===== config.mk =====
export PLATFORM = sky130hd
export DESIGN_NAME = sha256_hash_stream
export DESIGN_NICKNAME = d
export VERILOG_FILES = /design/src/sv/sha_pkg.sv /design/src/sv/sha_front.sv /design/src/sv/sha_fifo.sv /design/src/sv/sha_core.sv /design/src/sv/sha256_hash_stream.sv
export SDC_FILE = /design/constraint.sdc
export NUM_CORES = 2
export LEC_CHECK = 0
export ABC_CLOCK_PERIOD_IN_PS = 28700
export BUFFER_PORTS_ARGS = -buffer_cell sky130_fd_sc_hd__buf_2
export CAP_MARGIN = 20
export CELL_PAD_IN_SITES_DETAIL_PLACEMENT = 2
export CELL_PAD_IN_SITES_GLOBAL_PLACEMENT = 2
export CORE_MARGIN = 1.5
export CORE_UTILIZATION = 45
export CTS_CLUSTER_SIZE = 8
export DETAILED_ROUTE_END_ITERATION = 16
export HOLD_SLACK_MARGIN = 0.08
export PLACE_DENSITY_LB_ADDON = 0.1
export SYNTH_ARGS = -nofsm -noshare
export SYNTH_HDL_FRONTEND = slang
export SYNTH_SLANG_ARGS = --single-unit

===== constraint.sdc =====
create_clock -name clk -period 28.7 [get_ports clk]
set_clock_uncertainty 0.05 [all_clocks]
set_input_delay 8.61 -clock clk [delete_from_list [all_inputs] [get_ports clk]]
set_output_delay 8.61 -clock clk [all_outputs]
set_load 0.02 [all_outputs]

===== src/sv/sha_pkg.sv =====
// Shared types, constants and round functions for the SHA-256 stream hasher.
package sha_pkg;
	localparam int unsigned FifoDepth = 4;
	localparam int unsigned FifoPtrW = $clog2(FifoDepth);

	typedef struct packed {
		logic        last;
		logic [31:0] word;
	} word_beat_t;

	typedef enum logic {
		FRONT_ACCEPT,
		FRONT_PAD
	} front_state_t;

	typedef enum logic [1:0] {
		CORE_RUN,
		CORE_ADD,
		CORE_EMIT
	} core_state_t;

	localparam logic [7:0] PadMark = 8'h80;
	localparam logic [3:0] LenHiPos = 4'd14;
	localparam logic [3:0] LenLoPos = 4'd15;

	localparam logic [31:0] InitHash [8] = '{
		32'h6a09e667, 32'hbb67ae85, 32'h3c6ef372, 32'ha54ff53a,
		32'h510e527f, 32'h9b05688c, 32'h1f83d9ab, 32'h5be0cd19
	};

	localparam logic [31:0] RoundK [64] = '{
		32'h428a2f98, 32'h71374491, 32'hb5c0fbcf, 32'he9b5dba5,
		32'h3956c25b, 32'h59f111f1, 32'h923f82a4, 32'hab1c5ed5,
		32'hd807aa98, 32'h12835b01, 32'h243185be, 32'h550c7dc3,
		32'h72be5d74, 32'h80deb1fe, 32'h9bdc06a7, 32'hc19bf174,
		32'he49b69c1, 32'hefbe4786, 32'h0fc19dc6, 32'h240ca1cc,
		32'h2de92c6f, 32'h4a7484aa, 32'h5cb0a9dc, 32'h76f988da,
		32'h983e5152, 32'ha831c66d, 32'hb00327c8, 32'hbf597fc7,
		32'hc6e00bf3, 32'hd5a79147, 32'h06ca6351, 32'h14292967,
		32'h27b70a85, 32'h2e1b2138, 32'h4d2c6dfc, 32'h53380d13,
		32'h650a7354, 32'h766a0abb, 32'h81c2c92e, 32'h92722c85,
		32'ha2bfe8a1, 32'ha81a664b, 32'hc24b8b70, 32'hc76c51a3,
		32'hd192e819, 32'hd6990624, 32'hf40e3585, 32'h106aa070,
		32'h19a4c116, 32'h1e376c08, 32'h2748774c, 32'h34b0bcb5,
		32'h391c0cb3, 32'h4ed8aa4a, 32'h5b9cca4f, 32'h682e6ff3,
		32'h748f82ee, 32'h78a5636f, 32'h84c87814, 32'h8cc70208,
		32'h90befffa, 32'ha4506ceb, 32'hbef9a3f7, 32'hc67178f2
	};

	function automatic logic [31:0] ror(input logic [31:0] x, input int unsigned s);
		ror = (x >> s) | (x << (32 - s));
	endfunction

	function automatic logic [31:0] bsig0(input logic [31:0] x);
		bsig0 = ror(x, 2) ^ ror(x, 13) ^ ror(x, 22);
	endfunction

	function automatic logic [31:0] bsig1(input logic [31:0] x);
		bsig1 = ror(x, 6) ^ ror(x, 11) ^ ror(x, 25);
	endfunction

	function automatic logic [31:0] ssig0(input logic [31:0] x);
		ssig0 = ror(x, 7) ^ ror(x, 18) ^ (x >> 3);
	endfunction

	function automatic logic [31:0] ssig1(input logic [31:0] x);
		ssig1 = ror(x, 17) ^ ror(x, 19) ^ (x >> 10);
	endfunction
endpackage


===== src/sv/sha_front.sv =====
// Front end: accepts byte beats, packs big-endian words, generates padding and length.
module sha_front (
	input  logic                clk,
	input  logic                arst_n,
	input  logic                s_tvalid,
	output logic                s_tready,
	input  logic [7:0]          s_tdata,
	input  logic                s_tuser,
	input  logic                s_tlast,
	input  logic                q_full,
	output logic                q_push,
	output sha_pkg::word_beat_t q_wdata
);
	import sha_pkg::*;

	front_state_t state_q, state_d;
	logic [23:0]  acc_q;
	logic [60:0]  cnt_q;
	logic [3:0]   pos_q;
	logic         first_q;
	logic         lenok_q;
	logic         beat;
	logic [63:0]  bit_len;
	logic [31:0]  pad_word;

	assign beat = s_tvalid && s_tready;
	assign bit_len = {cnt_q, 3'b000};

	always_comb begin
		case (cnt_q[1:0])
			2'd0: pad_word = {PadMark, 24'h0};
			2'd1: pad_word = {acc_q[7:0], PadMark, 16'h0};
			2'd2: pad_word = {acc_q[15:0], PadMark, 8'h0};
			default: pad_word = {acc_q[23:0], PadMark};
		endcase
	end

	always_comb begin
		state_d = state_q;
		s_tready = 1'b0;
		q_push = 1'b0;
		q_wdata = '0;
		case (state_q)
			FRONT_ACCEPT: begin
				s_tready = !q_full;
				if (beat) begin
					if (s_tuser && cnt_q[1:0] == 2'd3) begin
						q_push = 1'b1;
						q_wdata.word = {acc_q, s_tdata};
					end
					if (s_tlast)
						state_d = FRONT_PAD;
				end
			end
			FRONT_PAD: begin
				if (!q_full) begin
					q_push = 1'b1;
					if (first_q)
						q_wdata.word = pad_word;
					else if (lenok_q && pos_q == LenHiPos)
						q_wdata.word = bit_len[63:32];
					else if (lenok_q && pos_q == LenLoPos) begin
						q_wdata.word = bit_len[31:0];
						q_wdata.last = 1'b1;
						state_d = FRONT_ACCEPT;
					end
				end
			end
			default: state_d = FRONT_ACCEPT;
		endcase
	end

	always_ff @(posedge clk or negedge arst_n) begin
		if (!arst_n) begin
			state_q <= FRONT_ACCEPT;
			acc_q <= '0;
			cnt_q <= '0;
			pos_q <= '0;
			first_q <= 1'b0;
			lenok_q <= 1'b0;
		end else begin
			state_q <= state_d;
			if (q_push)
				pos_q <= pos_q + 4'd1;
			if (state_q == FRONT_ACCEPT && beat) begin
				if (s_tuser) begin
					acc_q <= {acc_q[15:0], s_tdata};
					cnt_q <= cnt_q + 61'd1;
				end
				first_q <= 1'b1;
				lenok_q <= 1'b0;
			end
			if (state_q == FRONT_PAD && q_push) begin
				first_q <= 1'b0;
				if (first_q)
					lenok_q <= (pos_q != LenHiPos);
				else if (pos_q == LenLoPos)
					lenok_q <= 1'b1;
				if (q_wdata.last) begin
					acc_q <= '0;
					cnt_q <= '0;
					pos_q <= '0;
					lenok_q <= 1'b0;
				end
			end
		end
	end
endmodule


===== src/sv/sha_fifo.sv =====
// Short word queue between the front end and the compression core.
module sha_fifo (
	input  logic                clk,
	input  logic                arst_n,
	input  logic                push,
	input  sha_pkg::word_beat_t wdata,
	output logic                full,
	input  logic                pop,
	output logic                rvalid,
	output sha_pkg::word_beat_t rdata
);
	import sha_pkg::*;

	word_beat_t           mem [FifoDepth];
	logic [FifoPtrW-1:0]  wr_q;
	logic [FifoPtrW-1:0]  rd_q;
	logic [FifoPtrW:0]    cnt_q;

	assign full = (cnt_q == (FifoPtrW+1)'(FifoDepth));
	assign rvalid = (cnt_q != '0);
	assign rdata = mem[rd_q];

	always_ff @(posedge clk) begin
		if (push)
			mem[wr_q] <= wdata;
	end

	always_ff @(posedge clk or negedge arst_n) begin
		if (!arst_n) begin
			wr_q <= '0;
			rd_q <= '0;
			cnt_q <= '0;
		end else begin
			if (push)
				wr_q <= wr_q + 1'b1;
			if (pop)
				rd_q <= rd_q + 1'b1;
			case ({push, pop})
				2'b10: cnt_q <= cnt_q + 1'b1;
				2'b01: cnt_q <= cnt_q - 1'b1;
				default: cnt_q <= cnt_q;
			endcase
		end
	end
endmodule


===== src/sv/sha_core.sv =====
// Compression core: one round per cycle while message words are available, hash update, digest output register.
module sha_core (
	input  logic                clk,
	input  logic                arst_n,
	input  logic                q_valid,
	input  sha_pkg::word_beat_t q_rdata,
	output logic                q_pop,
	output logic                m_tvalid,
	input  logic                m_tready,
	output logic [63:0]         m_tdata,
	output logic [1:0]          m_tuser,
	output logic                m_tlast
);
	import sha_pkg::*;

	core_state_t  state_q, state_d;
	logic [5:0]   t_q;
	logic [31:0]  v_q [8];
	logic [31:0]  h_q [8];
	logic [31:0]  w_q [16];
	logic [63:0]  dig_q [4];
	logic [1:0]   idx_q;
	logic         last_q;
	logic         step;
	logic [31:0]  w_t, t1, t2, ch, maj;

	assign ch = (v_q[4] & v_q[5]) ^ (~v_q[4] & v_q[6]);
	assign maj = (v_q[0] & v_q[1]) ^ (v_q[0] & v_q[2]) ^ (v_q[1] & v_q[2]);
	assign w_t = (t_q < 6'd16) ? q_rdata.word :
		ssig1(w_q[14]) + w_q[9] + ssig0(w_q[1]) + w_q[0];
	assign t1 = v_q[7] + bsig1(v_q[4]) + ch + RoundK[t_q] + w_t;
	assign t2 = bsig0(v_q[0]) + maj;

	assign m_tvalid = (state_q == CORE_EMIT);
	assign m_tdata = dig_q[idx_q];
	assign m_tuser = idx_q;
	assign m_tlast = (idx_q == 2'd3);

	always_comb begin
		state_d = state_q;
		step = 1'b0;
		q_pop = 1'b0;
		case (state_q)
			CORE_RUN: begin
				step = (t_q >= 6'd16) || q_valid;
				q_pop = (t_q < 6'd16) && q_valid;
				if (step && t_q == 6'd63)
					state_d = CORE_ADD;
			end
			CORE_ADD: state_d = last_q ? CORE_EMIT : CORE_RUN;
			CORE_EMIT: begin
				if (m_tready && idx_q == 2'd3)
					state_d = CORE_RUN;
			end
			default: state_d = CORE_RUN;
		endcase
	end

	always_ff @(posedge clk or negedge arst_n) begin
		if (!arst_n) begin
			state_q <= CORE_RUN;
			t_q <= '0;
			idx_q <= '0;
			last_q <= 1'b0;
			v_q <= InitHash;
			h_q <= InitHash;
		end else begin
			state_q <= state_d;
			if (step) begin
				t_q <= t_q + 6'd1;
				if (t_q == 6'd15)
					last_q <= q_rdata.last;
				v_q[7] <= v_q[6];
				v_q[6] <= v_q[5];
				v_q[5] <= v_q[4];
				v_q[4] <= v_q[3] + t1;
				v_q[3] <= v_q[2];
				v_q[2] <= v_q[1];
				v_q[1] <= v_q[0];
				v_q[0] <= t1 + t2;
			end
			if (state_q == CORE_ADD) begin
				for (int i = 0; i < 8; i++) begin
					if (last_q) begin
						h_q[i] <= InitHash[i];
						v_q[i] <= InitHash[i];
					end else begin
						h_q[i] <= h_q[i] + v_q[i];
						v_q[i] <= h_q[i] + v_q[i];
					end
				end
			end
			if (state_q == CORE_EMIT && m_tready)
				idx_q <= idx_q + 2'd1;
		end
	end

	always_ff @(posedge clk) begin
		if (step) begin
			for (int i = 0; i < 15; i++)
				w_q[i] <= w_q[i+1];
			w_q[15] <= w_t;
		end
		if (state_q == CORE_ADD) begin
			for (int k = 0; k < 4; k++)
				dig_q[k] <= {h_q[2*k] + v_q[2*k], h_q[2*k+1] + v_q[2*k+1]};
		end
	end
endmodule


===== src/sv/sha256_hash_stream.sv =====
// Top level of the SHA-256 byte stream hasher.
// Takes one message byte per beat (tuser = byte present, tlast = end of message) and after
// the end beat returns the 256-bit digest as four 64-bit beats, most significant first.
// A front end packs bytes into words and appends padding and the bit length; a four-entry
// word queue feeds the compression core, which runs one round per cycle while it has the
// message words it needs; each 64-byte block takes 64 rounds plus the hash add. The front
// end takes one byte per cycle while the queue has room and it is not padding, but the
// core only takes words during its first 16 rounds, so once the queue fills, bytes wait
// until the core starts the next block.
// Finishing a message adds one or two padded blocks plus four output beats.
module sha256_hash_stream (
	input  logic        clk,
	input  logic        arst_n,
	input  logic        s_tvalid,
	output logic        s_tready,
	input  logic [7:0]  s_tdata,  // [7:0] data_byte
	input  logic        s_tuser,  // [0] has_byte
	input  logic        s_tlast,
	output logic        m_tvalid,
	input  logic        m_tready,
	output logic [63:0] m_tdata,  // [63:0] digest_word
	output logic [1:0]  m_tuser,  // [1:0] word_index
	output logic        m_tlast
);
	import sha_pkg::*;

	word_beat_t push_data;
	word_beat_t pop_data;
	logic       push, pop, full, pop_valid;

	sha_front u_front (
		.clk(clk), .arst_n(arst_n),
		.s_tvalid(s_tvalid), .s_tready(s_tready), .s_tdata(s_tdata),
		.s_tuser(s_tuser), .s_tlast(s_tlast),
		.q_full(full), .q_push(push), .q_wdata(push_data)
	);

	sha_fifo u_fifo (
		.clk(clk), .arst_n(arst_n),
		.push(push), .wdata(push_data), .full(full),
		.pop(pop), .rvalid(pop_valid), .rdata(pop_data)
	);

	sha_core u_core (
		.clk(clk), .arst_n(arst_n),
		.q_valid(pop_valid), .q_rdata(pop_data), .q_pop(pop),
		.m_tvalid(m_tvalid), .m_tready(m_tready), .m_tdata(m_tdata),
		.m_tuser(m_tuser), .m_tlast(m_tlast)
	);
endmodule

* After elaboration in Yosys (flattened, before gate mapping)
Memories as Yosys holds them, arrays and structs flattened. Index checks and enable logic that the tools add are counted.
Cells by class: muxes and demuxes 67, add/subtract/negate cells 26, equal/unequal tests 16, $lt $le $gt $ge 3, bitwise logic cells 29, reductions and logical operators 20
Operator list (count):
- $add A32 B32 Y32 | 18
- $mux W256 | 2
- $mux W32 | 15
- $xor A32 B32 Y32 | 9
- $mux W61 | 4
- $and A32 B32 Y32 | 5
- $mux W24 | 4
- $pmux W32 S3 | 1
- $mux W33 | 2
- $pmux W32 S2 | 1
- $add A61 B1 Y61 const B | 1
- $not A32 Y32 | 1
- $or A10 B32 Y32 | 1
- $or A13 B32 Y32 | 1
- $or A14 B32 Y32 | 1
- $or A15 B32 Y32 | 1
- $or A19 B32 Y32 | 1
- $or A21 B32 Y32 | 1
- $or A25 B32 Y32 | 1
- $or A26 B32 Y32 | 1
- $or A30 B32 Y32 | 1
- $or A7 B32 Y32 | 1
- $xor A32 B22 Y32 | 1
- $xor A32 B29 Y32 | 1
- other kinds (31) | 86
Word-level totals: register bits 622, RAM bits 900, bits in read-only memories 2048, logic and storage cells 194, memories kept 4, output and inout bits 69, input port bits 14
Memory list:
- (no name shown) | depth 64, width 32, read ports 1, clocked after memory_dff 0, write ports 0, line sha_core.sv:31 | assign t1 = v_q[7] + bsig1(v_q[4]) + ch + RoundK[t_q] + w_t;
- u_core.w_q | depth 16, width 32, read ports 16, clocked after memory_dff 0, write ports 16, line sha_core.sv:20 | logic [31:0] w_q [16];
- u_core.dig_q | depth 4, width 64, read ports 1, clocked after memory_dff 0, write ports 4, line sha_core.sv:21 | logic [63:0] dig_q [4];
- u_fifo.mem | depth 4, width 33, read ports 1, clocked after memory_dff 0, write ports 1, line sha_fifo.sv:14 | word_beat_t mem [FifoDepth];

* Depth between registers and ports, before layout
An unclocked memory read counts as a cell.
depth after elaboration 12, gate-level depth with buffers 44, gate-level depth less buffers 44

* By module
From an unflattened synthesis, not the netlist that was laid out.
Second synthesis, totals: cells, all modules 7656, area total of the unflattened synthesis 84871.4 um^2
By module, submodules not included:
- sha_core | area each 74113.6 um^2, cells an instance 6799, instances 1, seq. area each 36490.0 um^2
- sha_front | area each 5544.1 um^2, cells an instance 648, instances 1, seq. area each 2302.2 um^2
- sha_fifo | area each 5213.8 um^2, cells an instance 209, instances 1, seq. area each 4139.0 um^2

* Worst setup path after synthesis
No wires, ideal clock.
path kind reg2reg, start point reg u_core.t_q[4], end point reg u_core.t_q[1], cell stages (with the launch flop) 11, path slack 11.634 ns, required time 27.886 ns, arrival time 16.252 ns, buffers on the path 6, path through dfrtp_1 > clkbuf_1 > nor2_1 > clkbuf_1 > a211o_1 > clkbuf_1 > inv_1 > clkbuf_1 > clkbuf_1 > clkbuf_1 > o21ai_0
On the way: cells in the longest elaborated chain, start to end 3
RTL lines:
- start, declared | line sha_core.sv:17 | logic [5:0] t_q;
- start signal, assigned | line sha_core.sv:70 | t_q <= t_q + 6'd1;
- $ge A6 B5 Y1 | line sha_core.sv:45 | step = (t_q >= 6'd16) || q_valid;
- $logic_or A1 B1 Y1 | line sha_core.sv:45
- $mux W1 | line sha_core.sv:43 | case (state_q)
- named net u_core.step | line sha_core.sv:24 | logic step;
The timed path passes the listed nets, and every way through them passes these cells. A chain may end at the register's enable or synchronous reset.

==> impl_metrics.tcl <==
set metrics [dict create \
    fin_setup_tns_ns 0 \
    drive_gt1_share_pct 11.5 \
    met2_length_um 173000 \
    routed.top_layer "met5" \
    hold_violations 0 \
    dieArea_um2 191000 \
    viasPerCell 6.42 \
    clock-sinks 1522 \
    hpwlAfterDp_um 269000 \
    worst_slew_pin_slew_ns 1.34 \
    async_flop_share_pct 40.9 \
    num_rows 158 \
    ys_warn_count 0 \
    cts_tree "yes" \
    initial_utilization_pct 45.5 \
    ctsHoldBuffers 0 \
    grt.overflow.total 0 \
    antenna_found_initial 45 \
    synth-seq-cells 1522 \
    cpPeakStageDelay_ns 0.76 \
    synth-edff-count 900 \
    insertion_delay_ns 0.92 \
    required_ns 29.46 \
    route.detailed.drc 0 \
    die_y_um 437 \
    cp.arrival_ns 13.05 \
    antenna_left 0 \
    yosysSeqAreaShare_pct 50.7 \
    fp.dieW_um 437 \
    slew_headroom_pct 9.99 \
    fin_nets 8372 \
    io_pins 83 \
    fmax_ghz 0.0814 \
    clockBufferDepth 3 \
    syn_area_um2 84600 \
    drv_cap 0 \
    syn_avg_cell_area_um2 11.0 \
    numCtsBuffers 212 \
    routed_wl_um 378000 \
    m1WireLength_um 154000 \
    rsz0062_at_grt "no" \
    critPathLaunchType "register" \
    status "finished clean" \
    grt_pass1_wl_um 539000 \
    min_period_over_period_pct 42.8 \
    wl_per_cell_um 36.4 \
    synth_top_area_share_pct 31.9 \
    dr_wl_met3_um 28000 \
    cp-end-kind "register" \
    yosysUniqueCellTypes 101 \
    netlist.top_cell.by_area "edfxtp_1" \
    cts_root_buf "clkbuf_16" \
    path_max_fanout 6 \
    syn_to_final_growth_pct 11.4 \
    netlist_instances 7685 \
    grt_use_total_pct 39.3 \
    criticalPathCategory "register to register" \
    first_global_vias 71300 \
    cpMaxStageDelayCell "xnor2_1" \
    cts_resized 0 \
    setup_viol 0 \
    portBuffers 82 \
    globalplace.congestion 0.977 \
    synth_area_leaders "edfxtp_1, dfrtp_1, dfstp_2" \
    vias 66700 \
    hold_path.class "register to register" \
    fillers 18400 \
    synth_fp_nets 8310 \
    htreeDepth 4 \
    drtIter0Drc 6666 \
    drtPass1Iterations 6 \
    coreArea_um2 186000 \
    period_needed_ns 12.29 \
    grt_start_max_net_pins 178 \
    post_cts_buffers 0 \
    slew_viol_final 0 \
    cts.clk_slew.worst_paths_ns 0.06 \
    synthFlopType "edfxtp_1" \
]
placed cells by master, fill, tap and decap left out, types with 21 or more instances in the layout:
cell and instances:
inv_1 454, clkbuf_16 213, edfxtp_1 900, mux2_2 33, a21o_1 204, nor3_1 66
nor2b_1 52, a21oi_1 556, a31oi_1 130, o21a_1 53, nand2_1 844, nor2_1 766
nand4_1 34, xnor2_1 490, o21ai_1 24, buf_4 100, a221o_1 21, and2_1 41
o21ai_0 397, a211oi_1 29, a221oi_1 22, a22o_1 33, nand3_1 88, buf_2 81
clkbuf_1 128, mux2i_1 46, o211ai_1 28, nand2b_1 49, or3_1 34, mux4_2 107
a22oi_1 32, ha_1 413, and3_1 40, dfstp_2 272, dfrtp_1 345, xor2_1 165
fa_1 198, o21bai_1 57
layout make-up:
| type | instances | area [um2] | share of cell area [%] |
|---|---|---|---|
| clock buffers | 349 | 5920 | 6.28 |
| clock inverters | 18 | 414 | 0.440 |
| repair buffers | 193 | 1340 | 1.42 |
| well taps | 2480 | 3100 | 3.29 |
| diodes | 11 | 27.5 | 0.0292 |
| multi-input cells | 5361 | 38700 | 41.1 |
| flip-flops and latches | 1522 | 42900 | 45.6 |
| inverters | 457 | 1730 | 1.84 |
worst max-delay path, delay by kind of cell, from the launching register on:
family                     cells  cell delay [ns]
and+or+nand+nor                5             0.92
DFF                            1             0.54
xor gates and xnor gates       4             1.70
adders and majority gates      8             3.61
buffers and inverters          5             0.55
AOI/OAI and AO/OA             22             4.83
sequential cells by signal, summed over array words and instances, names as in the netlist:
signal,flops
u_front.first_q,1
u_front.acc_q,24
u_core.dig_q,256
u_core.state_q,2
u_fifo.mem,132
u_fifo.cnt_q,3
u_core.v_q,256
u_front.cnt_q,61
u_fifo.rd_q,2
u_core.w_q,512
u_core.t_q,6
u_front.lenok_q,1
u_core.last_q,1
u_core.h_q,256
u_core.m_tuser,2
u_fifo.wr_q,2
u_front.pos_q,4
u_front.state_q,1
Yosys cell counts, drive strengths merged, types with 30 or more instances:
master and n:
nand4 37, a22oi 32, a22o 33, ha 413, clkbuf 298, fa 198
buf 47, mux2i 46, nor2 771, a31oi 130, nand3 88, nor2b 52
o21ai 421, and2 41, xnor2 490, nand2b 51, a21o 204, inv 457
mux4 107, o211ai 30, xor2 165, dfrtp 350, nand2 847, or3 34
edfxtp 900, o21a 53, a211oi 31, a21oi 558, nor3 72, o21bai 57
dfstp 272, mux2 33, and3 41
final timing paths:
kind / from / endpoint / slack [ns] / cells past startpoint
setup / recovery: u_core.w_q[0][37] / u_core.v_q[254] / 16.41 / 44
hold / removal: u_core.w_q[1][68] / u_core.w_q[1][36] / 0.31 / 0
setup reg to reg: u_core.w_q[0][37] / u_core.v_q[254] / 16.41 / 44
hold reg to reg: u_core.w_q[1][68] / u_core.w_q[1][36] / 0.31 / 0
max in group asynchronous: arst_n / u_core.t_q[3] / 17.69 / 4
min in group asynchronous: arst_n / u_core.v_q[193] / 7.63 / 1
metal layers:
metal	vias to the layer above	track usage (%)
met3	995	7.41
met4	34	20.2
met5	-	0
met1	35200	52.0
met2	3061	61.7
li1	27300	-
metrics by stage:
stage                     worst slack, ns  util, %  cells  instance area (um2)  hold WS (ns)
final                               16.41     50.7  10400                94200         0.307
after global routing                15.96     50.6  10400                94200         0.305
after CTS                           16.43     50.6  10400                94100         0.299
after detailed placement            16.72     47.2  10000                87800         0.356
after global placement              16.80     47.2  10000                87800         0.350
after floorplan                     11.63        -   7685                84600         0.350
cells by family (layout without fill, tap and decap cells):
group / count (synthesis) / count (layout) / share of synthesized area (%)
compound gates: 1808 / 1808 / 13.5
xor+xnor: 656 / 656 / 6.81
fa+ha+maj: 628 / 628 / 11.0
buf+inv: 802 / 1017 / 3.56
flops: 1522 / 1522 / 50.7
mux: 186 / 186 / 3.83
other cells: 0 / 11 / 0
simple gates: 2083 / 2083 / 10.6
Power is left out: the tool's default activity adds up to more than one toggle a clock period on the data nets, which glitch-free logic cannot reach.
